$ cat src/hw/rtl/sltrk_pkg.sv
// Shared types and constants for the sequence loss window tracker.
`timescale 1ns / 1ps
`default_nettype none

package sltrk_pkg;

    localparam int WINDOW_WORDS = 4;
    localparam int WORD_BITS    = 32;
    localparam int WINDOW_BITS  = WINDOW_WORDS * WORD_BITS;
    localparam int WORD_LG      = $clog2(WORD_BITS);
    localparam int IDX_W        = (WINDOW_WORDS > 1) ? $clog2(WINDOW_WORDS) : 1;

    localparam int SEQ_W   = 32;
    localparam int LEN_W   = 16;
    localparam int CNT_W   = 32;
    localparam int BYTES_W = 64;
    // ceil(diff / WORD_BITS) for a full-range 32-bit diff
    localparam int SHIFT_W = SEQ_W - WORD_LG + 1;
    localparam int ZCNT_W  = $clog2(WORD_BITS + 1);

    localparam int IN_DATA_W  = 48;   // seq_number + byte_length
    localparam int OUT_DATA_W = 168;  // 161 bits of fields, padded to bytes
    localparam int CFG_IDX_W  = 1;
    localparam int CFG_DATA_W = 32;

    localparam logic [SEQ_W-1:0] FIRST_LIMIT_RST = 32'd10000;

    localparam logic [CFG_IDX_W-1:0] CFG_ENABLE      = 1'd0;
    localparam logic [CFG_IDX_W-1:0] CFG_FIRST_LIMIT = 1'd1;

    localparam logic CMD_PACKET = 1'b0;
    localparam logic CMD_READ   = 1'b1;

    typedef logic [WORD_BITS-1:0] t_word;

    typedef enum logic [2:0] {
        S_IDLE,
        S_START,
        S_ADV,
        S_BULK,
        S_SHIFT,
        S_DIST,
        S_MARK,
        S_DONE
    } t_state;

    // number of unmarked bits in one window word
    function automatic logic [ZCNT_W-1:0] count_zeros(input t_word w);
        logic [ZCNT_W-1:0] n;
        n = '0;
        for (int i = 0; i < WORD_BITS; i++) begin
            n = n + ZCNT_W'(~w[i]);
        end
        return n;
    endfunction

endpackage

`default_nettype wire

$ cat src/hw/rtl/sequence_loss_window_tracker_unit.sv
// Sequence loss window tracker: seen-mark window, loss/duplicate/reorder counters.
//
//  channel  dir  handshake              payload (low bit up)
//  s_axis   in   tvalid/tready          tuser: cmd; tdata: seq_number, byte_length
//  m_axis   out  tvalid/tready          tdata: lost, duplicate, out_of_order,
//                                              received_bytes, tracking_disabled
//  cfg      in   i_cfg_we (no wait)     i_cfg_idx, i_cfg_data
//
// A read command or an ignored packet goes from S_START to S_DONE. A packet
// inside the window passes S_DIST and S_MARK, one above the top also S_ADV,
// S_BULK, S_SHIFT, shifting up to WINDOW_WORDS words out one per cycle through
// the shared zero counter. Reset is synchronous and clears the window to all
// marked. A result waits in the output register; the next word is accepted
// while it waits, and the sequencer holds in its last state until it drains.
`timescale 1ns / 1ps
`default_nettype none

module sequence_loss_window_tracker_unit (
    input  wire                                 i_clk,
    input  wire                                 i_rst_n,
    input  wire                                 s_axis_tvalid,
    output logic                                s_axis_tready,
    input  wire  [sltrk_pkg::IN_DATA_W-1:0]     s_axis_tdata,  // seq_number, byte_length
    input  wire                                 s_axis_tuser,  // cmd
    output logic                                m_axis_tvalid,
    input  wire                                 m_axis_tready,
    // lost_count, duplicate_count, out_of_order_count, received_bytes,
    // tracking_disabled, zero pad
    output logic [sltrk_pkg::OUT_DATA_W-1:0]    m_axis_tdata,
    input  wire                                 i_cfg_we,
    input  wire  [sltrk_pkg::CFG_IDX_W-1:0]     i_cfg_idx,
    input  wire  [sltrk_pkg::CFG_DATA_W-1:0]    i_cfg_data
);
    import sltrk_pkg::*;

    t_state r_state, n_state;

    logic               r_enable;
    logic [SEQ_W-1:0]   r_first_limit;

    logic               r_cmd;
    logic [SEQ_W-1:0]   r_seq;
    logic [LEN_W-1:0]   r_len;

    logic               r_awaiting, n_awaiting;
    logic               r_disabled, n_disabled;
    logic [SEQ_W-1:0]   r_top, n_top;
    logic [SEQ_W-1:0]   r_latest, n_latest;
    t_word              r_seen [WINDOW_WORDS];
    t_word              n_seen [WINDOW_WORDS];
    logic [CNT_W-1:0]   r_lost, n_lost;
    logic [CNT_W-1:0]   r_dup, n_dup;
    logic [CNT_W-1:0]   r_reorder, n_reorder;
    logic [BYTES_W-1:0] r_bytes, n_bytes;

    logic [SEQ_W-1:0]   r_diff, n_diff;
    logic [SHIFT_W-1:0] r_shift, n_shift;
    logic [SEQ_W-1:0]   r_dist, n_dist;

    logic               r_out_valid, n_out_valid;
    logic [CNT_W-1:0]   r_out_lost, r_out_dup, r_out_reorder;
    logic [BYTES_W-1:0] r_out_bytes;
    logic               r_out_disabled;
    logic               w_load;

    logic [SEQ_W:0]     w_diff_ext;
    logic [IDX_W-1:0]   w_idx;
    logic [WORD_LG-1:0] w_bit;
    t_word              w_word;

    assign s_axis_tready = (r_state == S_IDLE);
    assign m_axis_tvalid = r_out_valid;
    assign m_axis_tdata  = {7'd0, r_out_disabled, r_out_bytes, r_out_reorder,
                            r_out_dup, r_out_lost};

    assign w_diff_ext = {1'b0, r_seq} - {1'b0, r_top};
    assign w_idx      = IDX_W'(WINDOW_WORDS - 1) - r_dist[WORD_LG +: IDX_W];
    assign w_bit      = r_dist[WORD_LG-1:0];
    assign w_word     = r_seen[w_idx];
    assign w_load     = (r_state == S_DONE) && (!r_out_valid || m_axis_tready);

    always_ff @(posedge i_clk) begin
        if (!i_rst_n) begin
            r_enable      <= 1'b0;
            r_first_limit <= FIRST_LIMIT_RST;
        end else if (i_cfg_we) begin
            case (i_cfg_idx)
                CFG_ENABLE:      r_enable      <= i_cfg_data[0];
                CFG_FIRST_LIMIT: r_first_limit <= i_cfg_data[SEQ_W-1:0];
                default: ;
            endcase
        end
    end

    always_ff @(posedge i_clk) begin
        if (!i_rst_n) begin
            r_state     <= S_IDLE;
            r_awaiting  <= 1'b1;
            r_disabled  <= 1'b0;
            r_top       <= '0;
            r_latest    <= '0;
            r_lost      <= '0;
            r_dup       <= '0;
            r_reorder   <= '0;
            r_bytes     <= '0;
            r_out_valid <= 1'b0;
            for (int i = 0; i < WINDOW_WORDS; i++) begin
                r_seen[i] <= '1;
            end
        end else begin
            r_state     <= n_state;
            r_awaiting  <= n_awaiting;
            r_disabled  <= n_disabled;
            r_top       <= n_top;
            r_latest    <= n_latest;
            r_lost      <= n_lost;
            r_dup       <= n_dup;
            r_reorder   <= n_reorder;
            r_bytes     <= n_bytes;
            r_out_valid <= n_out_valid;
            r_seen      <= n_seen;
        end
    end

    // payload, working and output registers
    always_ff @(posedge i_clk) begin
        if (s_axis_tvalid && s_axis_tready) begin
            r_cmd <= s_axis_tuser;
            r_seq <= s_axis_tdata[SEQ_W-1:0];
            r_len <= s_axis_tdata[SEQ_W +: LEN_W];
        end
        r_diff  <= n_diff;
        r_shift <= n_shift;
        r_dist  <= n_dist;
        if (w_load) begin
            r_out_lost     <= r_lost;
            r_out_dup      <= r_dup;
            r_out_reorder  <= r_reorder;
            r_out_bytes    <= r_bytes;
            r_out_disabled <= r_disabled;
        end
    end

    always_comb begin
        n_state     = r_state;
        n_awaiting  = r_awaiting;
        n_disabled  = r_disabled;
        n_top       = r_top;
        n_latest    = r_latest;
        n_seen      = r_seen;
        n_lost      = r_lost;
        n_dup       = r_dup;
        n_reorder   = r_reorder;
        n_bytes     = r_bytes;
        n_diff      = r_diff;
        n_shift     = r_shift;
        n_dist      = r_dist;
        n_out_valid = r_out_valid;

        if (r_out_valid && m_axis_tready) begin
            n_out_valid = 1'b0;
        end

        case (r_state)
            S_IDLE: begin
                if (s_axis_tvalid) begin
                    n_state = S_START;
                end
            end
            S_START: begin
                n_state = S_DONE;
                if (r_cmd == CMD_PACKET && r_enable) begin
                    n_bytes = r_bytes + BYTES_W'(r_len);
                    if (r_awaiting) begin
                        n_awaiting = 1'b0;
                        n_disabled = (r_seq > r_first_limit);
                        n_top      = r_seq;
                    end else if (!r_disabled) begin
                        n_diff = w_diff_ext[SEQ_W-1:0];
                        if (!w_diff_ext[SEQ_W] && (w_diff_ext[SEQ_W-1:0] != '0)) begin
                            n_latest = r_seq;
                            n_state  = S_ADV;
                        end else begin
                            n_state  = S_DIST;
                        end
                    end
                end
            end
            S_ADV: begin
                // round the distance up to whole words
                n_shift = SHIFT_W'(r_diff >> WORD_LG)
                        + SHIFT_W'(r_diff[WORD_LG-1:0] != '0);
                n_state = S_BULK;
            end
            S_BULK: begin
                n_top = r_top + SEQ_W'({r_shift, {WORD_LG{1'b0}}});
                if (r_shift > SHIFT_W'(WINDOW_WORDS)) begin
                    // words jumped over entirely are all lost
                    n_lost  = r_lost + CNT_W'({r_shift - SHIFT_W'(WINDOW_WORDS),
                                               {WORD_LG{1'b0}}});
                    n_shift = SHIFT_W'(WINDOW_WORDS);
                end
                n_state = S_SHIFT;
            end
            S_SHIFT: begin
                // drop the oldest word, counting its holes
                n_lost = r_lost + CNT_W'(count_zeros(r_seen[0]));
                for (int i = 0; i < WINDOW_WORDS - 1; i++) begin
                    n_seen[i] = r_seen[i+1];
                end
                n_seen[WINDOW_WORDS-1] = '0;
                n_shift = r_shift - SHIFT_W'(1);
                if (r_shift == SHIFT_W'(1)) begin
                    n_state = S_DIST;
                end
            end
            S_DIST: begin
                n_dist  = r_top - r_seq;
                n_state = S_MARK;
            end
            S_MARK: begin
                if (r_dist < SEQ_W'(WINDOW_BITS)) begin
                    if (w_word[w_bit]) begin
                        n_dup = r_dup + CNT_W'(1);
                    end else begin
                        n_seen[w_idx][w_bit] = 1'b1;
                        if (r_seq < r_latest) begin
                            n_reorder = r_reorder + CNT_W'(1);
                        end
                    end
                end
                n_state = S_DONE;
            end
            S_DONE: begin
                if (w_load) begin
                    n_out_valid = 1'b1;
                    if (r_cmd == CMD_READ) begin
                        n_lost    = '0;
                        n_dup     = '0;
                        n_reorder = '0;
                        n_bytes   = '0;
                    end
                    n_state = S_IDLE;
                end
            end
            default: n_state = S_IDLE;
        endcase
    end

    a_shift_range: assert property (@(posedge i_clk) disable iff (!i_rst_n)
        (r_state == S_SHIFT) |-> (r_shift != '0 && r_shift <= SHIFT_W'(WINDOW_WORDS)))
        else $error("window shift count out of range");

    a_read_clears: assert property (@(posedge i_clk) disable iff (!i_rst_n)
        (w_load && r_cmd == CMD_READ)
        |=> (r_lost == '0 && r_dup == '0 && r_reorder == '0 && r_bytes == '0))
        else $error("counters not cleared after read");

    a_disable_first: assert property (@(posedge i_clk) disable iff (!i_rst_n)
        $rose(r_disabled) |-> ($past(r_awaiting) && !r_awaiting))
        else $error("tracking disabled outside first packet");

    a_load_once: assert property (@(posedge i_clk) disable iff (!i_rst_n)
        w_load |=> (r_out_valid && r_state == S_IDLE))
        else $error("result not presented after load");

    a_accept_start: assert property (@(posedge i_clk) disable iff (!i_rst_n)
        (s_axis_tvalid && s_axis_tready) |=> (r_state == S_START))
        else $error("accepted word not started");

endmodule

`default_nettype wire
$ cat config.mk
export PLATFORM = sky130hd
export DESIGN_NAME = sequence_loss_window_tracker_unit
export DESIGN_NICKNAME = d
export VERILOG_FILES = /design/src/hw/rtl/sltrk_pkg.sv /design/src/hw/rtl/sequence_loss_window_tracker_unit.sv
export SDC_FILE = /design/constraint.sdc
export NUM_CORES = 2
export LEC_CHECK = 0
export BUFFER_PORTS_ARGS = -buffer_cell sky130_fd_sc_hd__buf_2
export CORE_ASPECT_RATIO = 2
export CORE_MARGIN = 3
export CORE_UTILIZATION = 31
export CTS_CLUSTER_DIAMETER = 100
export DETAILED_ROUTE_END_ITERATION = 7
export MAX_ROUTING_LAYER = met4
export PLACE_DENSITY = 0.44
export SLEW_MARGIN = 0
export SYNTH_ARGS = -nofsm -noshare
export SYNTH_HDL_FRONTEND = slang
export SYNTH_SLANG_ARGS = --single-unit
$ cat constraint.sdc
create_clock -name i_clk -period 11.5 [get_ports i_clk]
set_input_delay 0.575 -clock i_clk [delete_from_list [all_inputs] [get_ports i_clk]]
set_output_delay 0.575 -clock i_clk [all_outputs]
set_load 0.03 [all_outputs]
==> metrics <==
status finished clean; Detailed Route WL 131000 µm; Clk pin slew, worst setup/hold paths 70 ps; adder and majority gate portion of the synthesized area 8.84%; post-DP HPWL 98000 µm; vias in the first global route 31400; Initial Util 31.3%; syn avg cell area 9.28 µm²; CTS tree yes; Yosys top cell area share 24.1%; cell taking the most area after synthesis edfxtp_1; P_leak 16.2 nW; Layout area overhead 14.0%; clock latency on the worst-skew pair 690 ps; total clock sinks 693; required time of the critical path 12080 ps; initial antenna violation count 6; most numerous cell on the critical path fa_1; Critical Path Sink r_lost[30]$_SDFFE_PN0P_; Netlist Area Pre-Place 0.0377 mm²; CTS Hold Bufs 0; TritonCTS Buffers 73; Die X 252 µm; Synth Register Bits 693; H-tree levels 3; Slew Viols, Final 0; Seq/Total Area, Yosys 44.9%; mux cell area share after synthesis 3.51%; Tot GR Track Use 21.2%; vias per inst 5.27; Post-synth EDFFs 302; Yosys warnings 0; worst reg2reg setup slack 4350 ps; wire length per cell 22.5 µm; Final GP Congestion 0.914; CP max stage delay 580 ps; Peak Freq 0.140 GHz; Port Buf Inserts 249; final count of negative-setup-slack endpoints 0; commonest cells in the netlist nor2_1 (399), o21ai_0 (399), dfxtp_1 (391), a21oi_1 (376), nand2_1 (333); Post-Synth XOR/XNOR Area 5.63%; Final min period 7150 ps; DRT Pass-1 Iters 6; Setup CP Type reg -> reg; Peak supply drop 112 µV; skew final 29.7 ps; DRT iter0 DRCs 1390; global-route wire length before repair 196000 µm; Final nets 4553; Worst Path Arrival 7730 ps; Setup TNS 0 ps; ys flop type dfxtp_1; Slew headroom 12.5%; largest net degree at the start of global routing 154; die height 499 µm; total grt overflow 0; Cell Pwr Density 170 mW/mm²; async set-reset flop share out of synthesis 0%; Final Cycle Share 62.2%; Hold Crit Class in -> reg; Synth area leaders edfxtp_1 (24%), dfxtp_1 (21%), ha_1 (7.2%), o21ai_0 (5.3%), a21oi_1 (5.0%); RSZ-0062 raised after global routing false; total power 0.00730 W; CP Capture Type register; Distinct cells, synth 81; cell count after synthesis 4057; Max Cap Viol 0; antenna-violating nets left 0; r2r worst-path depth 28; Synth Area in Simple Gates 14.6%; RR Endpoint r_lost[30]$_SDFFE_PN0P_; die area 0.126 mm²; PostCTS Resize Cnt 0; combinational family with the most area after synthesis compound AO/OA/AOI/OAI gates; Synth Area in Compound Gates 17.6%; Least-Margin Pin Slew 1280 ps; root buf cell clkbuf_16; post-CTS setup repair buffer count 0; CP Launch Type register; Hold WS 61.3 ps; Setup crit start r_seen[113]$_SDFFE_PN1P_; worst-path fanout max 4; worst r2r src r_seen[113]$_SDFFE_PN1P_; share of cells above drive strength 1 11.5%; Final Hold Viols 0; number of remaining DRC errors 0; via count 30700; Critical-path top delay cell fa_1; I/O pin count 257; area of the core 0.120 mm²; Clock Tree Buf Depth 3; row count 180; Hold Startpoint s_axis_tdata[30]
-- critical path, delay by kind of cell, from the launching register on --
| kind | cells | cell delay, ps |
|---|---|---|
| and+or+nand+nor | 5 | 960 |
| buffers and inverters | 5 | 340 |
| adders and majority gates | 9 | 4060 |
| AOI/OAI and AO/OA | 8 | 1210 |
| xor gates and xnor gates | 1 | 140 |
| DFF | 1 | 350 |
-- cells by family (layout without fill, tap and decap cells) --
group / Yosys count / count (layout)
muxes: 82 / 82
buffers and inverters: 473 / 687
other: 1 / 11
and+or+nand+nor: 1193 / 1193
adders and majority gates: 248 / 248
AOI/OAI and AO/OA: 1125 / 1125
DFF: 693 / 693
xor gates and xnor gates: 242 / 242
-- sequential cells by signal, indices dropped and copies added (netlist names), 3 cells and up --
register	flops
r_first_limit	32
r_out_reorder	32
r_dist	32
r_len	16
r_top	32
r_seen	128
r_seq	32
r_lost	32
r_dup	32
r_latest	32
r_out_bytes	64
r_state	3
r_shift	28
r_bytes	64
r_out_dup	32
r_out_lost	32
r_diff	32
r_reorder	32
-- layout by cell type (no fill, tap or decap), types with 62 or more instances in the layout --
cell       synthesis  final
xnor2_1          140    140
a21oi_1          376    376
ha_1             218    218
edfxtp_1         302    302
nand2_1          333    330
inv_1            258    258
nand4_1           62     62
nor2_1           399    392
buf_2              9    248
dfxtp_1          391    391
nor3_1            64     64
clkbuf_16          0     74
o21ai_0          399    399
xor2_1           102    102
nand3_1           90     90
a21o_1            74     74
-- final cells by class --
cell class,count,area (µm²)
diodes,4,10.0
inverters,259,977
well taps,1547,1940
multi-input cells,2897,19000
clock buffers,92,1990
flip-flops and latches,693,16900
clock inverters,42,524
fillers,12300,77600
repair buffers,294,1600
-- power breakdown --
group	internal [W]	total (W)	switching [W]
combinational	0.000607	0.00175	0.00115
clock	0.00139	0.00251	0.00112
sequential	0.00277	0.00303	0.000260
-- metal layers --
metal	global-route usage (%)	wire, µm	vias up
li1	-	-	14800
met1	19.9	45200	14900
met2	40.5	72600	713
met3	2.65	4670	319
met4	12.4	8620	0
met5	-	0	-
-- worst min-delay path by stage --
stage | slack (ps) | depth (start not counted) | endpoint
2_1_floorplan | 410 | 0 | r_out_reorder[30]$_DFFE_PP_
3_3_place_gp | 430 | 0 | r_out_reorder[30]$_DFFE_PP_
3_5_place_dp | 430 | 0 | r_out_reorder[31]$_DFFE_PP_
4_1_cts | 5 | 1 | r_seq[3]$_DFFE_PP_
5_1_grt | 30 | 1 | r_len[12]$_DFFE_PP_
6_report | 60 | 1 | r_seq[30]$_DFFE_PP_
-- stage by stage --
stage	cells	util [%]	cell area, µm²	setup WS (ps)
CTS	5824	35.6	42900	4330
global route	5827	35.6	42900	3840
floorplan	4063	-	37700	3260
global placement	5690	33.5	40400	4360
finish	5828	35.6	42900	4350
detailed placement	5690	33.5	40400	4370
(Power assumes the default switching activity.)
